<file path="src/rtl/tsi_pkg.sv">
// ----------------------------------------------------------------------------
// tsi_pkg: shared constants and types of the touch stroke interpolator
// Coordinate and time widths, register map, register reset values and the
// configuration bundle passed from the register block to the datapath.
// ----------------------------------------------------------------------------
package tsi_pkg;

   localparam int CoordBits    = 9;
   localparam int MaxSteps     = 63;
   localparam int StepBits     = $clog2(MaxSteps + 1);
   localparam int TimeBits     = 32;
   localparam int TimeoutBits  = 16;
   localparam int SpacingBits  = 4;
   localparam int DivCountBits = $clog2(CoordBits + 1);

   localparam int CsrDataBits  = 32;
   localparam int CsrAddrBits  = 5;
   localparam int CsrIndexBits = CsrAddrBits - 2;

   localparam logic [TimeoutBits-1:0] TimeoutReset  = TimeoutBits'(200);
   localparam logic [CoordBits-1:0]   LeftReset     = CoordBits'(0);
   localparam logic [CoordBits-1:0]   TopReset      = CoordBits'(430);
   localparam logic [CoordBits-1:0]   WidthReset    = CoordBits'(222);
   localparam logic [CoordBits-1:0]   HeightReset   = CoordBits'(50);
   localparam logic [SpacingBits-1:0] SpacingReset  = SpacingBits'(2);

   typedef enum logic [CsrIndexBits-1:0] {
      REG_TIMEOUT = CsrIndexBits'(0),
      REG_LEFT    = CsrIndexBits'(1),
      REG_TOP     = CsrIndexBits'(2),
      REG_WIDTH   = CsrIndexBits'(3),
      REG_HEIGHT  = CsrIndexBits'(4),
      REG_SPACING = CsrIndexBits'(5)
   } csr_reg_type;

   typedef enum logic {
      CMD_DOT   = 1'b0,
      CMD_CLEAR = 1'b1
   } command_type;

   typedef struct packed {
      logic [TimeoutBits-1:0] session_timeout_ms;
      logic [CoordBits-1:0]   button_left;
      logic [CoordBits-1:0]   button_top;
      logic [CoordBits-1:0]   button_width;
      logic [CoordBits-1:0]   button_height;
      logic [SpacingBits-1:0] dot_spacing;
   } cfg_type;

endpackage

</file>
<file path="src/rtl/tsi_csr.sv">
// ----------------------------------------------------------------------------
// tsi_csr: configuration register block
// Holds the session timeout, clear button rectangle and dot spacing behind an
// APB-style port that never stalls, with csr_pready tied high.
// ----------------------------------------------------------------------------
module tsi_csr
   import tsi_pkg::*;
(
   input  logic                   clock,
   input  logic                   reset,
   input  logic                   csr_psel,
   input  logic                   csr_penable,
   input  logic                   csr_pwrite,
   input  logic [CsrAddrBits-1:0] csr_paddr,
   input  logic [CsrDataBits-1:0] csr_pwdata,
   output logic [CsrDataBits-1:0] csr_prdata,
   output logic                   csr_pready,
   output cfg_type                cfg
);

   cfg_type                  cfg_ff;
   cfg_type                  cfg_in;
   logic                     write_en;
   logic [CsrIndexBits-1:0]  index;

   assign csr_pready = 1'b1;
   assign write_en   = csr_psel && csr_penable && csr_pwrite;
   assign index      = csr_paddr[CsrAddrBits-1:2];
   assign cfg        = cfg_ff;

   always_comb begin
      cfg_in = cfg_ff;
      if (write_en) begin
         unique case (index)
            REG_TIMEOUT: cfg_in.session_timeout_ms = csr_pwdata[TimeoutBits-1:0];
            REG_LEFT:    cfg_in.button_left        = csr_pwdata[CoordBits-1:0];
            REG_TOP:     cfg_in.button_top         = csr_pwdata[CoordBits-1:0];
            REG_WIDTH:   cfg_in.button_width       = csr_pwdata[CoordBits-1:0];
            REG_HEIGHT:  cfg_in.button_height      = csr_pwdata[CoordBits-1:0];
            REG_SPACING: cfg_in.dot_spacing        = csr_pwdata[SpacingBits-1:0];
            default: ;
         endcase
      end
   end

   always_comb begin
      unique case (index)
         REG_TIMEOUT: csr_prdata = CsrDataBits'(cfg_ff.session_timeout_ms);
         REG_LEFT:    csr_prdata = CsrDataBits'(cfg_ff.button_left);
         REG_TOP:     csr_prdata = CsrDataBits'(cfg_ff.button_top);
         REG_WIDTH:   csr_prdata = CsrDataBits'(cfg_ff.button_width);
         REG_HEIGHT:  csr_prdata = CsrDataBits'(cfg_ff.button_height);
         REG_SPACING: csr_prdata = CsrDataBits'(cfg_ff.dot_spacing);
         default:     csr_prdata = '0;
      endcase
   end

   always_ff @(posedge clock) begin
      if (reset) begin
         cfg_ff.session_timeout_ms <= TimeoutReset;
         cfg_ff.button_left        <= LeftReset;
         cfg_ff.button_top         <= TopReset;
         cfg_ff.button_width       <= WidthReset;
         cfg_ff.button_height      <= HeightReset;
         cfg_ff.dot_spacing        <= SpacingReset;
      end else begin
         cfg_ff <= cfg_in;
      end
   end

endmodule

</file>
<file path="src/rtl/tsi_div.sv">
// ----------------------------------------------------------------------------
// tsi_div: bit-serial restoring divider
// Shifts the dividend in one bit per cycle, most significant first, and
// shifts the quotient bits back into the same register.
// ----------------------------------------------------------------------------
module tsi_div
   import tsi_pkg::*;
(
   input  logic                 clock,
   input  logic                 reset,
   input  logic                 start,
   input  logic [CoordBits-1:0] num,
   input  logic [CoordBits-1:0] den,
   output logic                 done,
   output logic [CoordBits-1:0] quot,
   output logic [CoordBits-1:0] rem
);

   logic                    busy_ff, busy_in;
   logic                    done_ff, done_in;
   logic [DivCountBits-1:0] cnt_ff, cnt_in;
   logic [CoordBits-1:0]    work_ff, work_in;
   logic [CoordBits-1:0]    rem_ff, rem_in;
   logic [CoordBits-1:0]    den_ff, den_in;
   logic [CoordBits:0]      trial;
   logic                    fits;

   assign trial = {rem_ff, work_ff[CoordBits-1]};
   assign fits  = trial >= {1'b0, den_ff};

   always_comb begin
      busy_in = busy_ff;
      done_in = 1'b0;
      cnt_in  = cnt_ff;
      work_in = work_ff;
      rem_in  = rem_ff;
      den_in  = den_ff;
      if (start) begin
         busy_in = 1'b1;
         cnt_in  = DivCountBits'(CoordBits);
         work_in = num;
         rem_in  = '0;
         den_in  = den;
      end else if (busy_ff) begin
         rem_in  = fits ? CoordBits'(trial - {1'b0, den_ff}) : trial[CoordBits-1:0];
         work_in = {work_ff[CoordBits-2:0], fits};
         cnt_in  = cnt_ff - DivCountBits'(1);
         if (cnt_ff == DivCountBits'(1)) begin
            busy_in = 1'b0;
            done_in = 1'b1;
         end
      end
   end

   always_ff @(posedge clock) begin
      if (reset) begin
         busy_ff <= 1'b0;
         done_ff <= 1'b0;
         cnt_ff  <= '0;
      end else begin
         busy_ff <= busy_in;
         done_ff <= done_in;
         cnt_ff  <= cnt_in;
      end
      work_ff <= work_in;
      rem_ff  <= rem_in;
      den_ff  <= den_in;
   end

   assign done = done_ff;
   assign quot = work_ff;
   assign rem  = rem_ff;

endmodule

</file>
<file path="src/rtl/touch_stroke_interpolator_core.sv">
// ----------------------------------------------------------------------------
// touch_stroke_interpolator_core: turns touch reports into dot and clear words
// A single dot or clear word is registered via ST_DECIDE and ST_SINGLE.
// A continued stroke runs three serial divisions (steps, x and y), then
// gives steps + 1 dots, one per cycle while the output register is free.
// One report is worked on at a time; the next is taken once the last word
// is in the output register. Reset clears the stroke state and restores the
// register defaults at once; no clearing pass is needed.
// ----------------------------------------------------------------------------
module touch_stroke_interpolator_core
   import tsi_pkg::*;
(
   input  logic                   clock,
   input  logic                   reset,
   input  logic                   req_valid,
   output logic                   req_ready,
   input  logic [CoordBits-1:0]   req_touch_x,
   input  logic [CoordBits-1:0]   req_touch_y,
   input  logic [TimeBits-1:0]    req_time_ms,
   output logic                   rsp_valid,
   input  logic                   rsp_ready,
   output logic                   rsp_command,
   output logic [CoordBits-1:0]   rsp_dot_x,
   output logic [CoordBits-1:0]   rsp_dot_y,
   output logic                   rsp_last_of_run,
   input  logic                   csr_psel,
   input  logic                   csr_penable,
   input  logic                   csr_pwrite,
   input  logic [CsrAddrBits-1:0] csr_paddr,
   input  logic [CsrDataBits-1:0] csr_pwdata,
   output logic [CsrDataBits-1:0] csr_prdata,
   output logic                   csr_pready
);

   typedef enum logic [2:0] {
      ST_IDLE,
      ST_DECIDE,
      ST_SPAN,
      ST_DIV_STEPS,
      ST_DIV_X,
      ST_DIV_Y,
      ST_SINGLE,
      ST_EMIT
   } state_type;

   cfg_type cfg;

   state_type             state_ff, state_in;
   logic [CoordBits-1:0]  x_ff, x_in, y_ff, y_in;
   logic [TimeBits-1:0]   gap_ff, gap_in, last_time_ff, last_time_in;
   logic [CoordBits-1:0]  prev_x_ff, prev_x_in, prev_y_ff, prev_y_in;
   logic                  active_ff, active_in;
   logic                  neg_x_ff, neg_x_in, neg_y_ff, neg_y_in;
   logic [CoordBits-1:0]  ax_ff, ax_in, ay_ff, ay_in;
   logic [StepBits-1:0]   steps_ff, steps_in;
   logic [CoordBits-1:0]  qa_x_ff, qa_x_in, qa_y_ff, qa_y_in;
   logic [StepBits-1:0]   ra_x_ff, ra_x_in, ra_y_ff, ra_y_in;
   logic [StepBits-1:0]   i_ff, i_in;
   logic [CoordBits-1:0]  qx_ff, qx_in, qy_ff, qy_in;
   logic [StepBits-1:0]   rx_ff, rx_in, ry_ff, ry_in;
   logic                  clear_ff, clear_in;
   logic                  rsp_valid_ff, rsp_valid_in;
   logic                  rsp_cmd_ff, rsp_cmd_in;
   logic [CoordBits-1:0]  rsp_x_ff, rsp_x_in, rsp_y_ff, rsp_y_in;
   logic                  rsp_last_ff, rsp_last_in;

   logic                  div_start, div_done;
   logic [CoordBits-1:0]  div_num, div_den, div_quot, div_rem;

   logic                  same_session, in_button, out_free;
   logic [CoordBits:0]    right_edge, bottom_edge;
   logic [CoordBits-1:0]  span, spacing;
   logic [StepBits-1:0]   steps_sat;
   logic [StepBits:0]     rsum_x, rsum_y;
   logic                  wrap_x, wrap_y, last_dot;
   logic [CoordBits-1:0]  lerp_x, lerp_y;

   tsi_csr u_csr (
      .clock       (clock),
      .reset       (reset),
      .csr_psel    (csr_psel),
      .csr_penable (csr_penable),
      .csr_pwrite  (csr_pwrite),
      .csr_paddr   (csr_paddr),
      .csr_pwdata  (csr_pwdata),
      .csr_prdata  (csr_prdata),
      .csr_pready  (csr_pready),
      .cfg         (cfg)
   );

   tsi_div u_div (
      .clock (clock),
      .reset (reset),
      .start (div_start),
      .num   (div_num),
      .den   (div_den),
      .done  (div_done),
      .quot  (div_quot),
      .rem   (div_rem)
   );

   // The gap is registered at accept, so only the short compare is done here.
   assign same_session = (gap_ff[TimeBits-1:TimeoutBits] == '0) &&
                         (gap_ff[TimeoutBits-1:0] < cfg.session_timeout_ms);
   assign right_edge   = {1'b0, cfg.button_left} + {1'b0, cfg.button_width};
   assign bottom_edge  = {1'b0, cfg.button_top} + {1'b0, cfg.button_height};
   assign in_button    = (x_ff >= cfg.button_left) && ({1'b0, x_ff} < right_edge) &&
                         (y_ff >= cfg.button_top) && ({1'b0, y_ff} < bottom_edge);

   assign out_free = !rsp_valid_ff || rsp_ready;
   assign span     = (ax_ff > ay_ff) ? ax_ff : ay_ff;
   assign spacing  = (cfg.dot_spacing == '0) ? CoordBits'(1) : CoordBits'(cfg.dot_spacing);

   assign steps_sat = (div_quot == '0) ? StepBits'(1) :
                      (div_quot > CoordBits'(MaxSteps)) ? StepBits'(MaxSteps) :
                      div_quot[StepBits-1:0];

   // Each dot advances the quotient by ax/steps and carries the remainder.
   assign rsum_x = {1'b0, rx_ff} + {1'b0, ra_x_ff};
   assign rsum_y = {1'b0, ry_ff} + {1'b0, ra_y_ff};
   assign wrap_x = rsum_x >= {1'b0, steps_ff};
   assign wrap_y = rsum_y >= {1'b0, steps_ff};
   assign last_dot = (i_ff == steps_ff);
   assign lerp_x = neg_x_ff ? prev_x_ff - qx_ff : prev_x_ff + qx_ff;
   assign lerp_y = neg_y_ff ? prev_y_ff - qy_ff : prev_y_ff + qy_ff;

   assign req_ready = (state_ff == ST_IDLE);

   always_comb begin
      state_in     = state_ff;
      x_in         = x_ff;
      y_in         = y_ff;
      gap_in       = gap_ff;
      last_time_in = last_time_ff;
      prev_x_in    = prev_x_ff;
      prev_y_in    = prev_y_ff;
      active_in    = active_ff;
      neg_x_in     = neg_x_ff;
      neg_y_in     = neg_y_ff;
      ax_in        = ax_ff;
      ay_in        = ay_ff;
      steps_in     = steps_ff;
      qa_x_in      = qa_x_ff;
      ra_x_in      = ra_x_ff;
      qa_y_in      = qa_y_ff;
      ra_y_in      = ra_y_ff;
      i_in         = i_ff;
      qx_in        = qx_ff;
      rx_in        = rx_ff;
      qy_in        = qy_ff;
      ry_in        = ry_ff;
      clear_in     = clear_ff;
      rsp_valid_in = rsp_valid_ff && !rsp_ready;
      rsp_cmd_in   = rsp_cmd_ff;
      rsp_x_in     = rsp_x_ff;
      rsp_y_in     = rsp_y_ff;
      rsp_last_in  = rsp_last_ff;
      div_start    = 1'b0;
      div_num      = ax_ff;
      div_den      = CoordBits'(steps_ff);

      unique case (state_ff)
         ST_IDLE: begin
            if (req_valid) begin
               x_in         = req_touch_x;
               y_in         = req_touch_y;
               gap_in       = req_time_ms - last_time_ff;
               last_time_in = req_time_ms;
               state_in     = ST_DECIDE;
            end
         end
         ST_DECIDE: begin
            neg_x_in = x_ff < prev_x_ff;
            neg_y_in = y_ff < prev_y_ff;
            ax_in    = (x_ff < prev_x_ff) ? prev_x_ff - x_ff : x_ff - prev_x_ff;
            ay_in    = (y_ff < prev_y_ff) ? prev_y_ff - y_ff : y_ff - prev_y_ff;
            if (in_button) begin
               active_in = 1'b0;
               clear_in  = 1'b1;
               state_in  = same_session ? ST_IDLE : ST_SINGLE;
            end else if (same_session && active_ff) begin
               state_in = ST_SPAN;
            end else begin
               clear_in  = 1'b0;
               prev_x_in = x_ff;
               prev_y_in = y_ff;
               active_in = 1'b1;
               state_in  = ST_SINGLE;
            end
         end
         ST_SPAN: begin
            div_start = 1'b1;
            div_num   = span;
            div_den   = spacing;
            state_in  = ST_DIV_STEPS;
         end
         ST_DIV_STEPS: begin
            if (div_done) begin
               steps_in  = steps_sat;
               div_start = 1'b1;
               div_num   = ax_ff;
               div_den   = CoordBits'(steps_sat);
               state_in  = ST_DIV_X;
            end
         end
         ST_DIV_X: begin
            if (div_done) begin
               qa_x_in   = div_quot;
               ra_x_in   = div_rem[StepBits-1:0];
               div_start = 1'b1;
               div_num   = ay_ff;
               div_den   = CoordBits'(steps_ff);
               state_in  = ST_DIV_Y;
            end
         end
         ST_DIV_Y: begin
            if (div_done) begin
               qa_y_in  = div_quot;
               ra_y_in  = div_rem[StepBits-1:0];
               i_in     = '0;
               qx_in    = '0;
               rx_in    = '0;
               qy_in    = '0;
               ry_in    = '0;
               state_in = ST_EMIT;
            end
         end
         ST_SINGLE: begin
            if (out_free) begin
               rsp_valid_in = 1'b1;
               rsp_cmd_in   = clear_ff ? CMD_CLEAR : CMD_DOT;
               rsp_x_in     = clear_ff ? '0 : x_ff;
               rsp_y_in     = clear_ff ? '0 : y_ff;
               rsp_last_in  = 1'b1;
               state_in     = ST_IDLE;
            end
         end
         ST_EMIT: begin
            if (out_free) begin
               rsp_valid_in = 1'b1;
               rsp_cmd_in   = CMD_DOT;
               rsp_x_in     = lerp_x;
               rsp_y_in     = lerp_y;
               rsp_last_in  = last_dot;
               if (last_dot) begin
                  prev_x_in = x_ff;
                  prev_y_in = y_ff;
                  active_in = 1'b1;
                  state_in  = ST_IDLE;
               end else begin
                  i_in  = i_ff + StepBits'(1);
                  qx_in = qx_ff + qa_x_ff + CoordBits'(wrap_x);
                  rx_in = wrap_x ? StepBits'(rsum_x - {1'b0, steps_ff}) : rsum_x[StepBits-1:0];
                  qy_in = qy_ff + qa_y_ff + CoordBits'(wrap_y);
                  ry_in = wrap_y ? StepBits'(rsum_y - {1'b0, steps_ff}) : rsum_y[StepBits-1:0];
               end
            end
         end
         default: state_in = ST_IDLE;
      endcase
   end

   always_ff @(posedge clock) begin
      if (reset) begin
         state_ff     <= ST_IDLE;
         rsp_valid_ff <= 1'b0;
         last_time_ff <= '0;
         prev_x_ff    <= '0;
         prev_y_ff    <= '0;
         active_ff    <= 1'b0;
      end else begin
         state_ff     <= state_in;
         rsp_valid_ff <= rsp_valid_in;
         last_time_ff <= last_time_in;
         prev_x_ff    <= prev_x_in;
         prev_y_ff    <= prev_y_in;
         active_ff    <= active_in;
      end
      x_ff        <= x_in;
      y_ff        <= y_in;
      gap_ff      <= gap_in;
      neg_x_ff    <= neg_x_in;
      neg_y_ff    <= neg_y_in;
      ax_ff       <= ax_in;
      ay_ff       <= ay_in;
      steps_ff    <= steps_in;
      qa_x_ff     <= qa_x_in;
      ra_x_ff     <= ra_x_in;
      qa_y_ff     <= qa_y_in;
      ra_y_ff     <= ra_y_in;
      i_ff        <= i_in;
      qx_ff       <= qx_in;
      rx_ff       <= rx_in;
      qy_ff       <= qy_in;
      ry_ff       <= ry_in;
      clear_ff    <= clear_in;
      rsp_cmd_ff  <= rsp_cmd_in;
      rsp_x_ff    <= rsp_x_in;
      rsp_y_ff    <= rsp_y_in;
      rsp_last_ff <= rsp_last_in;
   end

   assign rsp_valid       = rsp_valid_ff;
   assign rsp_command     = rsp_cmd_ff;
   assign rsp_dot_x       = rsp_x_ff;
   assign rsp_dot_y       = rsp_y_ff;
   assign rsp_last_of_run = rsp_last_ff;

   // The carried remainders must stay below the step count while dots go out.
   assert property (@(posedge clock) disable iff (reset)
      (state_ff == ST_EMIT) |-> (rx_ff < steps_ff) && (ry_ff < steps_ff))
      else $error("interpolation remainder out of range");

   assert property (@(posedge clock) disable iff (reset)
      (state_ff == ST_EMIT) |->
         (steps_ff != '0) && (steps_ff <= StepBits'(MaxSteps)) && (i_ff <= steps_ff))
      else $error("step count or dot index out of range");

   assert property (@(posedge clock) disable iff (reset)
      div_done |->
         (state_ff == ST_DIV_STEPS) || (state_ff == ST_DIV_X) || (state_ff == ST_DIV_Y))
      else $error("divider finished outside a division state");

   assert property (@(posedge clock) disable iff (reset)
      (state_ff == ST_EMIT) && out_free && last_dot |=>
         (state_ff == ST_IDLE) && active_ff && rsp_valid && rsp_last_of_run)
      else $error("stroke run did not close on its final dot");

endmodule
</file>
<file path="config.mk">
export PLATFORM = sky130hd
export DESIGN_NAME = touch_stroke_interpolator_core
export DESIGN_NICKNAME = d
export VERILOG_FILES = /design/src/rtl/tsi_pkg.sv /design/src/rtl/tsi_csr.sv /design/src/rtl/tsi_div.sv /design/src/rtl/touch_stroke_interpolator_core.sv
export SDC_FILE = /design/constraint.sdc
export NUM_CORES = 1
export LEC_CHECK = 0
export BUFFER_PORTS_ARGS = -buffer_cell sky130_fd_sc_hd__buf_2
export CAP_MARGIN = 20
export CORE_ASPECT_RATIO = 0.6
export CORE_MARGIN = 2
export CORE_UTILIZATION = 25
export DETAILED_ROUTE_END_ITERATION = 16
export PLACE_DENSITY = 0.37
export SYNTH_ARGS = -nofsm -noshare
export SYNTH_HDL_FRONTEND = slang
export SYNTH_HIERARCHICAL = 1
export SYNTH_SLANG_ARGS = --single-unit
</file>
<file path="constraint.sdc">
create_clock -name clock -period 5.9 [get_ports clock]
set_clock_uncertainty 0.15 [all_clocks]
set_input_delay 0.59 -clock clock [delete_from_list [all_inputs] [get_ports clock]]
set_output_delay 0.59 -clock clock [all_outputs]
set_load 0.02 [all_outputs]
</file>
==> out/results.tsv <==
stage	metric	value	unit
setup_path	CP Class	reg -> reg	
drt	met3 wire length	2410	um
floorplanning	die width	373	um
drt	top layer in use	met4	
clock_tree	H-Tree Depth	2	
placed_design	IO buf count	113	
drt	DR iter-0 viols	1044	
drt	Remaining DRCs	0	
synthesis	async set-reset flop share out of synthesis	0	
drt	vias per cell	4.61	
sta	final hold viol count	0	
global_routing	largest net degree at the start of global routing	71	
worst_hold_path	class of the worst hold path	in -> reg	
cells_and_area	layout net count	2575	
clock_tree	number of CTS-inserted buffers	38	
power	worst vdd ir	158	uV
drt	drt pass-1 iters	5	
power	combinational share of power	0.379	
sta	max_slew headroom	0.281	
placed_design	DP Area	0.0221	mm2
synthesis	sequential area share after synthesis	0.389	
global_routing	GR Overflow Total	0	
setup_path	Worst Path Arrival	5100	ps
power	Internal Power	0.00573	W
clock_tree	worst-case clock buffer depth	3	
synthesis	Synth Instances	2162	
cells_and_area	commonest non-fill, non-tap cell in the layout	inv_1	
setup_path	crit-path cells	ha_1 -> inv_1 -> fa_1 -> inv_1 -> a21o_1 -> a21oi_1 -> xnor2_1 -> ha_1 -> and3_1 -> nand3_1 -> nand3b_1 -> a21oi_2 -> buf_4 -> fa_1 -> fa_1 -> nor2b_1 -> o21ai_0 -> a21boi_0 -> o21ai_0 -> a21oi_1 -> o21ai_0 -> a31o_2	
power	cell leakage power	9.44	nW
floorplanning	Die H	226	um
cells_and_area	FILL cells	8616	
synthesis	Yosys reg bits	307	
synthesis	Mapped Avg Cell Area	9.46	um2
sta	min Tclk post-route	4920	ps
placed_design	RD Place Congestion	0.796	
floorplanning	core region area	0.0813	mm2
drt	drt wl/cell	18.1	um
global_routing	vias in the first global route	15100	
run	maxcap violations	0	
sta	Least-Margin Pin Slew	1050	ps
setup_path	CP Capture Type	flop	
floorplanning	Starting Density	0.252	
setup_path	Register-to-Register Setup Slack	980	ps
setup_path	type of origin of the critical path	flop	
cells_and_area	fin util	0.287	
cells_and_area	Synth-to-Final Area Change	14.1	%
cells_and_area	antenna cells	0	
drt	WL met2	23600	um
sta	Tcrit/Tclk final	0.835	
synthesis	Post-synth EDFFs	181	
cells_and_area	share of cells above drive strength 1	0.118	
power	switching share of power	0.387	
floorplanning	I/O pins	149	
floorplanning	Site Rows	81	
outcome	status	complete, no violations	
clock_tree	CTS tree	done	
floorplanning	full die area	0.0842	mm2
setup_path	Crit-path slowest cell	fa_1	
clock_tree	CTS clk-pin slew, worst paths	60	ps
placed_design	dpl cells	3290	
sta	final slew viol count	0	
setup_path	critical-path maximum fanout	7	
power	Clk pwr share	0.262	
power	Power Dens Cells	400	mW/mm2
placed_design	DP Worst Slack	1020	ps
synthesis	dominant synthesized flop cell	edfxtp_1	
global_routing	first-pass GRT wire length	93600	um
cells_and_area	post-route insts no fill	3362	
global_routing	initial antenna violation count	1	
cells_and_area	Largest register FFs	56	
clock_tree	Setup Fix Bufs, Post-CTS	0	
cells_and_area	commonest cells after routing, fill and taps aside	inv_1 (215), ha_1 (209), nand2_1 (192), edfxtp_1 (181), a21oi_1 (161)	
synthesis	Cell Area, Synth	0.0204	mm2
placed_design	detailed placement HPWL	45600	um
setup_path	CP required	6070	ps
setup_path	peak per-stage delay on the critical path	420	ps
setup_path	worst path bufs/invs	3	
clock_tree	clock sinks	307	
synthesis	Warnings, synthesis	6	
drt	DR vias	15500	
drt	Metal-1 WL	33900	um
synthesis	synth unique cells	93	
drt	routed wire length	60900	um
sta	Final WS setup	975	ps
clock_tree	Root Driver	clkbuf_16	
sta	RSZ-0062 raised after global routing	no	
power	Psw	0.00362	W
power	sequential fraction of design power	0.359	
sta	Max Clock Freq	203	MHz
sta	Final Setup Violations	0	
clock_tree	clock latency on the worst-skew pair	570	ps
global_routing	All-Layer GR Usage	0.145	
setup_path	CP top delay family	compound AO/OA/AOI/OAI gates	
drt	DRT antenna net count	0	
sta	setup tns final	0	ps
cells_and_area	final instance area	0.0233	mm2
==> stage by stage <==
stage	total power [W]	hold slack, ps
2_1_floorplan	0.00587	286
3_3_place_gp	0.00692	293
3_5_place_dp	0.00695	296
4_1_cts	0.00950	7.02
5_1_grt	0.0101	22.3
6_report	0.00935	55.0
==> routing by layer <==
metal  global-route usage  vias to the layer above
met2                0.202                      228
met5                    0                        -
met4               0.0307                        0
met1                0.228                     7423
li1                     -                     7807
met3               0.0258                       55
==> cell families (layout without fill, tap and decap cells) <==
group	Yosys count	count (layout)	share of synthesized area
AO/OA/AOI/OAI	475	475	0.147
buffers and inverters	315	419	0.0669
adder cells (fa/ha/maj)	227	227	0.146
multiplexers	120	120	0.0616
flip-flops	307	307	0.389
AND/OR/NAND/NOR	609	609	0.144
other	3	20	0.000551
XOR/XNOR	106	106	0.0454
==> repair_timing <==
action                     in CTS  in global routing
setup endpoints to repair       0                  0
hold endpoints to repair        1                  0
gates resized for setup         0                  0
hold buffers                    1                  0
==> layout make-up <==
class | instances | area [um2] | area share
Clock buffer | 46 | 1070 | 0.0460
Clock inverter | 23 | 190 | 0.00815
Multi-Input combinational cell | 1557 | 11200 | 0.481
Timing Repair Buffer | 132 | 718 | 0.0308
Sequential cell | 307 | 7960 | 0.341
Inverter | 218 | 820 | 0.0351
Tap cell | 1079 | 1350 | 0.0578
==> path summary, 6_finish.rpt <==
check                          end  cells past startpoint        startpoint
setup / recovery          qy_ff[8]                     22        ra_y_ff[0]
hold / removal             x_ff[8]                      1    req_touch_x[8]
setup reg to reg          qy_ff[8]                     22        ra_y_ff[0]
hold reg to reg   last_time_ff[14]                      2  last_time_ff[14]
==> power by group through the flow <==
stage / registers, W / clock network, W / logic [W]
3_5_place_dp: 0.00341 / 0 / 0.00354
3_3_place_gp: 0.00341 / 0 / 0.00351
4_1_cts: 0.00337 / 0.00256 / 0.00357
2_1_floorplan: 0.00313 / 0 / 0.00274
6_report: 0.00335 / 0.00245 / 0.00354
5_1_grt: 0.00343 / 0.00264 / 0.00401
==> cells in the mapped netlist (all sizes together) (7+ instances only) <==
| cell type | count | area, um2 |
|---|---|---|
| fa | 18 | 360 |
| clkbuf | 47 | 186 |
| a31oi | 9 | 62.6 |
| or3 | 12 | 75.1 |
| o211ai | 11 | 82.6 |
| o21bai | 12 | 90.1 |
| a211o | 7 | 61.3 |
| mux2i | 82 | 821 |
| nor2b | 26 | 170 |
| o22ai | 8 | 50.1 |
| buf | 50 | 364 |
| and2 | 13 | 81.3 |
| nand2b | 41 | 257 |
| a21o | 24 | 180 |
| dfxtp | 126 | 2520 |
| o21ai | 108 | 544 |
| nor3 | 46 | 230 |
| a21boi | 10 | 75.1 |
| xnor2 | 64 | 561 |
| xor2 | 42 | 368 |
| mux2 | 37 | 417 |
| o21a | 20 | 150 |
| a211oi | 22 | 190 |
| a21oi | 165 | 841 |
| o31ai | 24 | 180 |
| nor2 | 146 | 563 |
| and3 | 20 | 126 |
| nand4 | 16 | 100 |
| nand2 | 194 | 738 |
| nand3b | 10 | 75.1 |
| nand3 | 60 | 300 |
| inv | 217 | 815 |
| ha | 209 | 2620 |
| edfxtp | 181 | 5440 |
Power figures use the tool's default switching activity.
